--- src/hdl/ito_pkg.sv ---
`timescale 1ns / 1ps
`default_nettype none
// ----------------------------------------------------------------------------
// ito_pkg
// Shared types and constants for the incremental topological order block.
// ----------------------------------------------------------------------------
package ito_pkg;
    localparam int NODES = 64;
    localparam int NW    = $clog2(NODES);
    localparam int CW    = NW + 1;

    localparam logic [1:0] CMD_INSERT = 2'd0;
    localparam logic [1:0] CMD_QUERY  = 2'd1;
    localparam logic [1:0] CMD_ORDER  = 2'd2;

    localparam logic [1:0] ST_OK    = 2'd0;
    localparam logic [1:0] ST_RANGE = 2'd1;
    localparam logic [1:0] ST_CYCLE = 2'd2;

    typedef enum logic [3:0] {
        S_INIT, S_IDLE, S_CHECK_RD, S_CHECK, S_ROW_RD, S_SCAN, S_TEST,
        S_POP, S_POP2, S_RESULT, S_ORD_RD, S_ORD_CMP, S_ORD_OUT
    } state_t;

    typedef struct packed {
        logic          clear;
        logic          load;
        logic          chk_rd;
        logic          set_edge;
        logic          raise_v;
        logic          row_rd;
        logic          scan;
        logic          test;
        logic          pop;
        logic          restore;
        logic          lab_cur_ld;
        logic          ord_init;
        logic          ord_rd;
        logic          ord_adv;
        logic          ord_cnt;
    } ctl_cmd_t;

    typedef struct packed {
        logic          clr_done;
        logic          in_range;
        logic          is_query;
        logic          qans;
        logic          need_raise;
        logic          self_loop;
        logic          scan_none;
        logic          last_frame;
        logic          hit;
        logic          hit_origin;
        logic          hit_change;
        logic          stk_full;
        logic          ord_match;
        logic          ord_total;
    } ctl_sts_t;
endpackage
`default_nettype wire

--- src/hdl/ito_ctrl.sv ---
`timescale 1ns / 1ps
`default_nettype none
// ----------------------------------------------------------------------------
// ito_ctrl
// Command sequencer: range check, edge insert, label walk, order scan.
// ----------------------------------------------------------------------------
module ito_ctrl
    import ito_pkg::*;
(
    input  wire logic       clk,
    input  wire logic       rst_n,
    input  wire logic       in_valid,
    input  wire logic [1:0] in_cmd,
    output logic            in_ready,
    input  wire logic       out_ready,
    output logic            out_valid,
    output logic [1:0]      out_status,
    output logic            out_answer,
    output logic            out_sel_node,
    output logic            out_last,
    input  wire ctl_sts_t   st,
    output ctl_cmd_t        cc
);
    state_t     state_reg, state_next;
    logic [1:0] status_reg, status_next;
    logic       ans_reg, ans_next;
    logic       last_reg, last_next;

    always_ff @(posedge clk or negedge rst_n)
    begin
        if (!rst_n)
        begin
            state_reg  <= S_INIT;
            status_reg <= ST_OK;
            ans_reg    <= 1'b0;
            last_reg   <= 1'b0;
        end
        else
        begin
            state_reg  <= state_next;
            status_reg <= status_next;
            ans_reg    <= ans_next;
            last_reg   <= last_next;
        end
    end

    always_comb
    begin
        state_next   = state_reg;
        status_next  = status_reg;
        ans_next     = ans_reg;
        last_next    = last_reg;
        cc           = '0;
        in_ready     = 1'b0;
        out_valid    = 1'b0;
        out_sel_node = 1'b0;
        out_status   = status_reg;
        out_answer   = ans_reg;
        out_last     = last_reg;
        case (state_reg)
            S_INIT:
            begin
                cc.clear = 1'b1;
                if (st.clr_done) state_next = S_IDLE;
            end
            S_IDLE:
            begin
                in_ready = 1'b1;
                if (in_valid)
                begin
                    cc.load = 1'b1;
                    case (in_cmd)
                        CMD_INSERT, CMD_QUERY: state_next = S_CHECK_RD;
                        CMD_ORDER:
                        begin
                            cc.ord_init = 1'b1;
                            state_next  = S_ORD_RD;
                        end
                        default: state_next = S_IDLE;
                    endcase
                end
            end
            S_CHECK_RD:
            begin
                cc.chk_rd  = 1'b1;
                state_next = S_CHECK;
            end
            S_CHECK:
            begin
                status_next = ST_OK;
                ans_next    = 1'b0;
                last_next   = 1'b1;
                state_next  = S_RESULT;
                if (!st.in_range)
                    status_next = ST_RANGE;
                else if (st.is_query)
                    ans_next = st.qans;
                else
                begin
                    cc.set_edge = 1'b1;
                    if (st.need_raise)
                    begin
                        cc.raise_v = 1'b1;
                        if (st.self_loop)
                            status_next = ST_CYCLE;
                        else
                            state_next = S_ROW_RD;
                    end
                end
            end
            S_ROW_RD:
            begin
                cc.row_rd  = 1'b1;
                state_next = S_SCAN;
            end
            S_SCAN:
            begin
                if (st.scan_none)
                begin
                    if (st.last_frame)
                        state_next = S_RESULT;
                    else
                    begin
                        cc.pop     = 1'b1;
                        state_next = S_POP;
                    end
                end
                else
                begin
                    cc.scan    = 1'b1;
                    state_next = S_TEST;
                end
            end
            S_TEST:
            begin
                cc.test    = 1'b1;
                state_next = S_SCAN;
                if (st.hit && (st.hit_origin || (st.hit_change && st.stk_full)))
                begin
                    status_next = ST_CYCLE;
                    state_next  = S_RESULT;
                end
                else if (st.hit && st.hit_change)
                    state_next = S_ROW_RD;
            end
            S_POP:
            begin
                cc.restore = 1'b1;
                state_next = S_POP2;
            end
            S_POP2:
            begin
                cc.lab_cur_ld = 1'b1;
                state_next    = S_SCAN;
            end
            S_RESULT:
            begin
                out_valid = 1'b1;
                if (out_ready) state_next = S_IDLE;
            end
            S_ORD_RD:
            begin
                cc.ord_rd  = 1'b1;
                state_next = S_ORD_CMP;
            end
            S_ORD_CMP:
            begin
                if (st.ord_match)
                begin
                    state_next = S_ORD_OUT;
                    last_next  = st.ord_total;
                end
                else
                begin
                    cc.ord_adv = 1'b1;
                    state_next = S_ORD_RD;
                end
            end
            S_ORD_OUT:
            begin
                out_valid    = 1'b1;
                out_sel_node = 1'b1;
                out_status   = ST_OK;
                out_answer   = 1'b0;
                if (out_ready)
                begin
                    if (last_reg)
                        state_next = S_IDLE;
                    else
                    begin
                        cc.ord_adv = 1'b1;
                        cc.ord_cnt = 1'b1;
                        state_next = S_ORD_RD;
                    end
                end
            end
            default: state_next = S_IDLE;
        endcase
    end
endmodule
`default_nettype wire

--- config.mk ---
export PLATFORM = sky130hd
export DESIGN_NAME = ito_ctrl
export DESIGN_NICKNAME = d
export VERILOG_FILES = /design/src/hdl/ito_pkg.sv /design/src/hdl/ito_ctrl.sv
export SDC_FILE = /design/constraint.sdc
export NUM_CORES = 1
export LEC_CHECK = 0
export BUFFER_PORTS_ARGS = -buffer_cell sky130_fd_sc_hd__buf_2
export CAP_MARGIN = 0
export CORE_MARGIN = 2
export CORE_UTILIZATION = 46
export DETAILED_ROUTE_END_ITERATION = 8
export GPL_ROUTABILITY_DRIVEN = 1
export MAX_ROUTING_LAYER = met4
export PLACE_DENSITY = 0.79
export SLEW_MARGIN = 20
export SYNTH_ARGS = -nofsm -noshare
export SYNTH_HDL_FRONTEND = slang
export SYNTH_SLANG_ARGS = --single-unit
export TNS_END_PERCENT = 30
--- constraint.sdc ---
create_clock -name clk -period 1.8 [get_ports clk]
set_input_delay 0.36 -clock clk [delete_from_list [all_inputs] [get_ports clk]]
set_output_delay 0.36 -clock clk [all_outputs]
set_load 0.05 [all_outputs]
==> results of run 1 <==
## layer usage
layer / routed length, µm / GRT usage (%) / vias to the layer above
li1: - / - / 538
met4: 123 / 9.048 / 0
met2: 1846 / 50.23 / 64
met3: 172 / 4.294 / 14
met5: 0 / - / -
met1: 1432 / 32.81 / 586
## critical path, delay by kind of cell, from the launching register on
family,cells,cell delay (ns)
buffers and inverters,2,0.35
DFF,1,0.42
and+or+nand+nor,2,0.59
## cell type report
cell class                 count  share of cell area (%)
clock buffer                   3                   1.460
inverter                       1                  0.2433
multi-input combinational     97                   48.26
sequential                     8                   13.14
tap                           27                   2.190
timing repair buffer          68                   34.71
## path summary, 6_finish.rpt
check	end	depth (start not counted)	slack (ns)
worst min register to register	ans_reg$_DFFE_PN0P_	2	0.52
max in group asynchronous	state_reg[0]$_DFFE_PN0P_	2	1.15
worst min-delay path	status_reg[0]$_DFFE_PN0P_	2	0.38
worst max-delay path	cc[10]	4	-0.17
worst max register to register	state_reg[2]$_DFFE_PN0P_	7	0
min in group asynchronous	state_reg[2]$_DFFE_PN0P_	2	0.47
## cell families (layout without fill, tap and decap cells)
group | count (synthesis) | in the layout | synth area share (%)
AO/OA/AOI/OAI | 25 | 25 | 19.95
XOR/XNOR | 1 | 1 | 0.9500
buffers and inverters | 10 | 72 | 8.411
flip-flops | 8 | 8 | 21.71
AND/OR/NAND/NOR | 71 | 71 | 48.98
## layout by cell type (no fill, tap or decap), types with 4 or more instances in the layout
cell                        n
sky130_fd_sc_hd__nor2_1    11
sky130_fd_sc_hd__nand2_1   12
sky130_fd_sc_hd__a21oi_1    6
sky130_fd_sc_hd__o21ai_0    4
sky130_fd_sc_hd__dfrtp_1    6
sky130_fd_sc_hd__buf_2     21
sky130_fd_sc_hd__buf_6     14
sky130_fd_sc_hd__buf_4     28
sky130_fd_sc_hd__clkbuf_4   4
## stage by stage
step           setup WS (ns)  util, %  instance area (µm²)  power, W  instances
3_3_place_gp         0.05063    64.58                 1241  0.001736        189
6_report             -0.1663    80.27                 1543  0.002277        204
4_1_cts              -0.1250    75.13                 1444  0.002069        199
2_1_floorplan        -0.2640        -                963.4  0.001421        115
3_5_place_dp         0.03112    64.58                 1241  0.001742        189
5_1_grt              -0.2159    80.27                 1543  0.002375        204
## repair_timing
| action | 4_1_cts | 5_1_grt |
|---|---|---|
| cloned | 0 | 0 |
| hold endpoints to repair | 8 | 0 |
| setup buffers | 6 | 5 |
| gates resized for setup | 41 | 18 |
| setup endpoints to repair | 19 | 19 |
| hold buffers | 1 | 0 |
| pin swaps | 12 | 6 |
## where the power goes
part / switching, W / internal (W) / leakage [nW] / total (W)
registers: 0.0000870 / 0.000256 / 0.0971 / 0.000343
clock network: 0.0000543 / 0.0000758 / 0.0138 / 0.000130
logic: 0.00103 / 0.000773 / 0.610 / 0.00180
==> impl_results.rst, run 1 <==
.. list-table::
   :header-rows: 1

   * - Metric
     - Value
   * - Leading register cell type out of synthesis
     - sky130_fd_sc_hd__dfrtp_1
   * - Total wire length after detailed routing
     - 3576 µm
   * - Req. time, crit path
     - 1.44 ns
   * - Number of buffers on the longest clock path
     - 2
   * - Root Driver
     - sky130_fd_sc_hd__clkbuf_4
   * - Worst Hold Class
     - input port to flop
   * - Clock sink count
     - 8
   * - Distinct cells, synth
     - 46
   * - Failing checks
     - setup timing
   * - DRC violations left
     - 0
   * - Total vias in the final route
     - 1202
   * - Average cell area after synthesis
     - 8.019 µm²
   * - Final #Nets
     - 199
   * - Via count of the first global-routing pass
     - 1115
   * - Highest cell delay on the worst timing path
     - 0.42 ns
   * - Total area of sequential cells
     - 202.7 µm²
   * - Number of standard cells after synthesis
     - 115
   * - Fraction of final layout cells with drive strength greater than 1
     - 62.15%
   * - Outcome
     - complete, but fails checks
   * - Count of TritonRoute iterations in the first routing pass
     - 4
   * - Critical setup path kind
     - flop to output pin
   * - Setup-violating endpoint count in the final report
     - 15
   * - Slew margin rel.
     - 77.82%
   * - Ant. Diodes
     - 0
   * - Max FFs per register
     - 4
   * - Final GP Congestion
     - 0.9499
   * - Launching element type of the critical path
     - flop
   * - Total routing resource utilization after global routing
     - 28.33%
   * - Number of enable flip-flop cells after synthesis
     - 0
   * - Clk_lat worst skew
     - 0.25 ns
   * - RSZ-0062 raised after global routing
     - true
   * - Post-synth top area share
     - 21.71%
   * - Launching point of the worst reg2reg path
     - state_reg[1]$_DFFE_PN0P_
   * - Clock slew at the register clock pins of the worst setup and hold paths
     - 0.05 ns
   * - Launch point of the worst hold path
     - st[12]
   * - Post-synth top area cell
     - sky130_fd_sc_hd__dfrtp_1
   * - Total Die Area
     - 0.002379 mm²
   * - Max-cap check violation count
     - 0
   * - Synth area leaders
     - sky130_fd_sc_hd__dfrtp_1, sky130_fd_sc_hd__nor2_1, sky130_fd_sc_hd__nand2_1, sky130_fd_sc_hd__nor2b_1, sky130_fd_sc_hd__a21oi_1
   * - Kind of end point of the critical path
     - output pin
   * - CP cell instances
     - buf_4 > and4bb_2 > and4b_2 > buf_8
   * - Num CTS Buffers
     - 3
   * - Slew Viols, Final
     - 0
   * - Highest fanout seen on the critical path
     - 6
   * - Final hold vios
     - 0
   * - Register bit total from synthesis
     - 8
   * - Setup TNS
     - -0.9297 ns
   * - Worst Max-Slew Pin Slew
     - 0.3327 ns
   * - Hold Worst Slack
     - 0.3847 ns
   * - Arrival time reported for the critical path endpoint
     - 1.61 ns
   * - Synth warnings
     - 0
   * - Cell leakage power
     - 0.7210 nW
   * - Power per unit of standard cell area
     - 1476 mW/mm²
   * - Core region area
     - 0.001922 mm²
   * - Horizontal extent of the die
     - 48.78 µm
   * - # fillers
     - 131
   * - Worst clock skew on the final layout
     - 0.006665 ns
   * - Worst setup startpoint
     - state_reg[2]$_DFFE_PN0P_
   * - Synth Cell Area
     - 922.1 µm²
   * - Total area of multi-input combinational cells
     - 744.5 µm²
   * - Cell types with the highest counts after synthesis
     - sky130_fd_sc_hd__nor2_1, sky130_fd_sc_hd__nand2_1, sky130_fd_sc_hd__dfrtp_1, sky130_fd_sc_hd__a21oi_1, sky130_fd_sc_hd__nor2b_1
   * - Overflow left after global routing
     - 0
   * - Die outline height
     - 48.78 µm
   * - Placed wire-length estimate
     - 2162 µm
   * - Synthesized Nets
     - 135
   * - TritonCTS clock tree
     - done
   * - Synthesis-to-layout area growth
     - 67.30%
   * - WL per Instance
     - 17.53 µm
   * - PortBufs
     - 41
   * - Tmin final
     - 1.966 ns
   * - Leading cell type by number of instances after synthesis
     - sky130_fd_sc_hd__nor2_1
   * - Rows
     - 16
   * - Pin count of the biggest net entering global routing
     - 11
   * - Final worst-path setup slack
     - -0.1663 ns
   * - Global-route wire length before repair
     - 5099 µm
   * - Number of violations reported at the end of detailed-routing iteration 0
     - 30
   * - Final worst-path cycle share
     - 109.2%
   * - Worst-case vdd ir drop
     - 1.045 mV
   * - Cell with the largest stage delay on the worst path
     - sky130_fd_sc_hd__dfrtp_1
   * - Initial Util
     - 47.98%
   * - Via density per instance
     - 5.892
   * - Async S/R FF share, synth
     - 100.0%
   * - Top-level port count
     - 42
   * - Register area share after synthesis
     - 21.71%
   * - Highest clock frequency the design can meet
     - 508.6 MHz
   * - Antenna violations before repair
     - 0
   * - Remaining antenna violation count after routing
     - 0
   * - CTS HTree Levels
     - 1
(Power assumes the default switching activity.)
==> run 2: changes to the inputs <==
- ABC_AREA: not set -> 1
- CORE_UTILIZATION: 46 -> 44
==> impl_results.rst, run 2 <==
.. list-table::
   :header-rows: 1

   * - Metric
     - Value
   * - Rows
     - 15
   * - Category of cells accounting for the largest share of critical-path delay
     - flip-flops
   * - TritonCTS clock tree
     - done
   * - Most frequent cells in the layout
     - sky130_fd_sc_hd__nand2_1, sky130_fd_sc_hd__buf_2, sky130_fd_sc_hd__nor2_1, sky130_fd_sc_hd__inv_1, sky130_fd_sc_hd__nand3_1
   * - Core region area
     - 0.001708 mm²
   * - Launching element type of the critical path
     - flop
   * - Slew Viols, Final
     - 0
   * - Clk_lat worst skew
     - 0.25 ns
   * - Cell with the largest stage delay on the worst path
     - sky130_fd_sc_hd__dfrtp_2
   * - Worst r2r path cells
     - 9
   * - Via count of the first global-routing pass
     - 1044
   * - Final #Nets
     - 212
   * - Synthesis-to-layout area growth
     - 60.86%
   * - # fillers
     - 136
   * - Average cell area after synthesis
     - 5.595 µm²
   * - Clock sink count
     - 8
   * - Highest cell delay on the worst timing path
     - 0.48 ns
   * - Number of standard cells after synthesis
     - 140
   * - Num CTS Buffers
     - 3
   * - Top-level port count
     - 42
   * - Worst Max-Slew Pin Slew
     - 0.2726 ns
   * - Cell types with the highest counts after synthesis
     - sky130_fd_sc_hd__nand2_1, sky130_fd_sc_hd__nor2_1, sky130_fd_sc_hd__inv_1, sky130_fd_sc_hd__nand3_1, sky130_fd_sc_hd__dfrtp_1
   * - Worst clock skew on the final layout
     - 0.001906 ns
   * - Setup-violating endpoint count in the final report
     - 1
   * - Overflow left after global routing
     - 0
   * - Placed wire-length estimate
     - 2079 µm
   * - Hold-critical path depth
     - 2
   * - Kind of end point of the critical path
     - output pin
   * - Post-synth top area cell
     - sky130_fd_sc_hd__dfrtp_1
   * - Most common cell after layout, fill and taps aside
     - sky130_fd_sc_hd__nand2_1
   * - Max-cap check violation count
     - 0
   * - Synth Cell Area
     - 783.3 µm²
   * - Final GP Congestion
     - 0.9320
   * - CP cell instances
     - nand2_4 > inv_4 > nand2_4 > nor2_4 > inv_2 > o21ai_2 > buf_6
   * - Setup TNS
     - -0.01293 ns
   * - Pin count of the biggest net entering global routing
     - 9
   * - Count of TritonRoute iterations in the first routing pass
     - 4
   * - Cell leakage power
     - 0.7297 nW
   * - Hold Worst Slack
     - 0.3473 ns
   * - Number of enable flip-flop cells after synthesis
     - 0
   * - Ant. Diodes
     - 0
   * - Distinct cells, synth
     - 19
   * - DP Area
     - 0.001070 mm²
   * - Clock slew at the register clock pins of the worst setup and hold paths
     - 0.05 ns
   * - Highest clock frequency the design can meet
     - 551.6 MHz
   * - Antenna violations before repair
     - 0
   * - Leading cell type by number of instances after synthesis
     - sky130_fd_sc_hd__nand2_1
   * - PortBufs
     - 41
   * - Failing checks
     - setup timing
   * - Total Die Area
     - 0.002134 mm²
   * - Post-route cell area
     - 0.001260 mm²
   * - Logic depth of the worst setup path including buffers
     - 7
   * - Total wire length after detailed routing
     - 2678 µm
   * - Final core utilization
     - 73.77%
   * - Critical setup path kind
     - flop to output pin
   * - Worst-case vdd ir drop
     - 1.137 mV
   * - Root Driver
     - sky130_fd_sc_hd__clkbuf_4
   * - Worst setup slack before clock tree synthesis
     - 0.09083 ns
   * - Arrival time reported for the critical path endpoint
     - 1.45 ns
   * - Tmin final
     - 1.813 ns
   * - Die outline height
     - 46.19 µm
   * - Outcome
     - complete, but fails checks
   * - Req. time, crit path
     - 1.44 ns
   * - Register area share after synthesis
     - 25.56%
   * - CTS HTree Levels
     - 1
   * - Synth area leaders
     - sky130_fd_sc_hd__dfrtp_1, sky130_fd_sc_hd__nand2_1, sky130_fd_sc_hd__nor2_1, sky130_fd_sc_hd__inv_1, sky130_fd_sc_hd__nand3_1
   * - Final hold vios
     - 0
   * - Async S/R FF share, synth
     - 100.0%
   * - CP Buf/Inv Count
     - 3
   * - Global-route wire length before repair
     - 4091 µm
   * - Slew margin rel.
     - 81.76%
   * - Max FFs per register
     - 4
   * - Worst Hold Class
     - input port to flop
   * - Horizontal extent of the die
     - 46.19 µm
   * - Total routing resource utilization after global routing
     - 27.39%
   * - Final worst-path cycle share
     - 100.7%
   * - Number of violations reported at the end of detailed-routing iteration 0
     - 66
   * - RSZ-0062 raised after global routing
     - true
   * - Register bit total from synthesis
     - 8
   * - Remaining antenna violation count after routing
     - 0
   * - DRC violations left
     - 0
   * - WL per Instance
     - 12.46 µm
   * - Initial Util
     - 45.86%
   * - Synth warnings
     - 0
   * - Synthesized Nets
     - 160
   * - Fraction of final layout cells with drive strength greater than 1
     - 42.11%
   * - Power per unit of standard cell area
     - 1412 mW/mm²
   * - Post-synth top area share
     - 25.56%
   * - Most used cell along the critical path
     - sky130_fd_sc_hd__nand2_4
   * - Number of buffers on the longest clock path
     - 2
   * - Via density per instance
     - 5.167
   * - Leading register cell type out of synthesis
     - sky130_fd_sc_hd__dfrtp_1
   * - Total vias in the final route
     - 1111
   * - Highest fanout seen on the critical path
     - 6
   * - Final worst-path setup slack
     - -0.01293 ns
## run 2: cell count changes in the layout (fill, tap and decap cells not counted), sizes merged, moves of 3 or more
cell,delta
or2,-4
and4bb,-3
inv,+23
nor2b,-6
nand4,+3
clkbuf,+3
a21oi,-4
nand3,+9
buf,-24
nand2b,-3
o21ai,+3
nand2,+27
nor2,+19
## run 2: repair_timing
action	4_1_cts	5_1_grt
hold buffers	1	0
setup endpoints to repair	8	19
cloned	0	0
setup buffers	1	1
pin swaps	0	5
resized for setup	20	38
hold endpoints to repair	8	0
## run 2: logic make-up after synthesis
| family | share of synthesized area (%) |
|---|---|
| compound gates | 7.826 |
| buf+inv | 11.50 |
| flops | 25.56 |
| simple gates | 55.11 |
## run 2: final cells by class
class	count	area (µm²)	area share (%)
sequential	8	205.2	16.29
timing repair buffer	47	322.8	25.62
multi-input combinational	108	580.6	46.08
clock buffer	3	22.52	1.787
inverter	24	97.59	7.746
tap	25	31.28	2.483
## run 2: routing by layer
metal	wire length, µm	track usage (%)	up-vias
met3	221	3.137	6
met5	0	-	-
met2	1402	46.39	62
li1	-	-	543
met4	38	13.14	0
met1	1015	31.81	500
## run 2: power breakdown
part	internal [W]	total (W)	leakage, nW	switching, W
registers	0.000259	0.000372	0.0928	0.000113
clock network	0.0000761	0.000133	0.0138	0.0000574
logic	0.000386	0.00127	0.623	0.000887
total	0.000721	0.00178	0.730	0.00106
## run 2: path summary, 6_finish.rpt
check,from,end,slack [ns]
worst max-delay path,state_reg[2]$_DFFE_PN0P_,cc[1],-0.01
worst min-delay path,st[12],status_reg[0]$_DFFE_PN0P_,0.35
worst max register to register,state_reg[3]$_DFFE_PN0P_,state_reg[3]$_DFFE_PN0P_,0.25
worst min register to register,status_reg[0]$_DFFE_PN0P_,status_reg[0]$_DFFE_PN0P_,0.53
max in group asynchronous,rst_n,state_reg[1]$_DFFE_PN0P_,1.12
min in group asynchronous,rst_n,status_reg[1]$_DFFE_PN0P_,0.49
## run 2: stage by stage
step	std cells	power, W
after floorplan	140	0.001166
after global placement	209	0.001434
after detailed placement	209	0.001450
after CTS	214	0.001651
after global routing	215	0.001905
final	215	0.001779
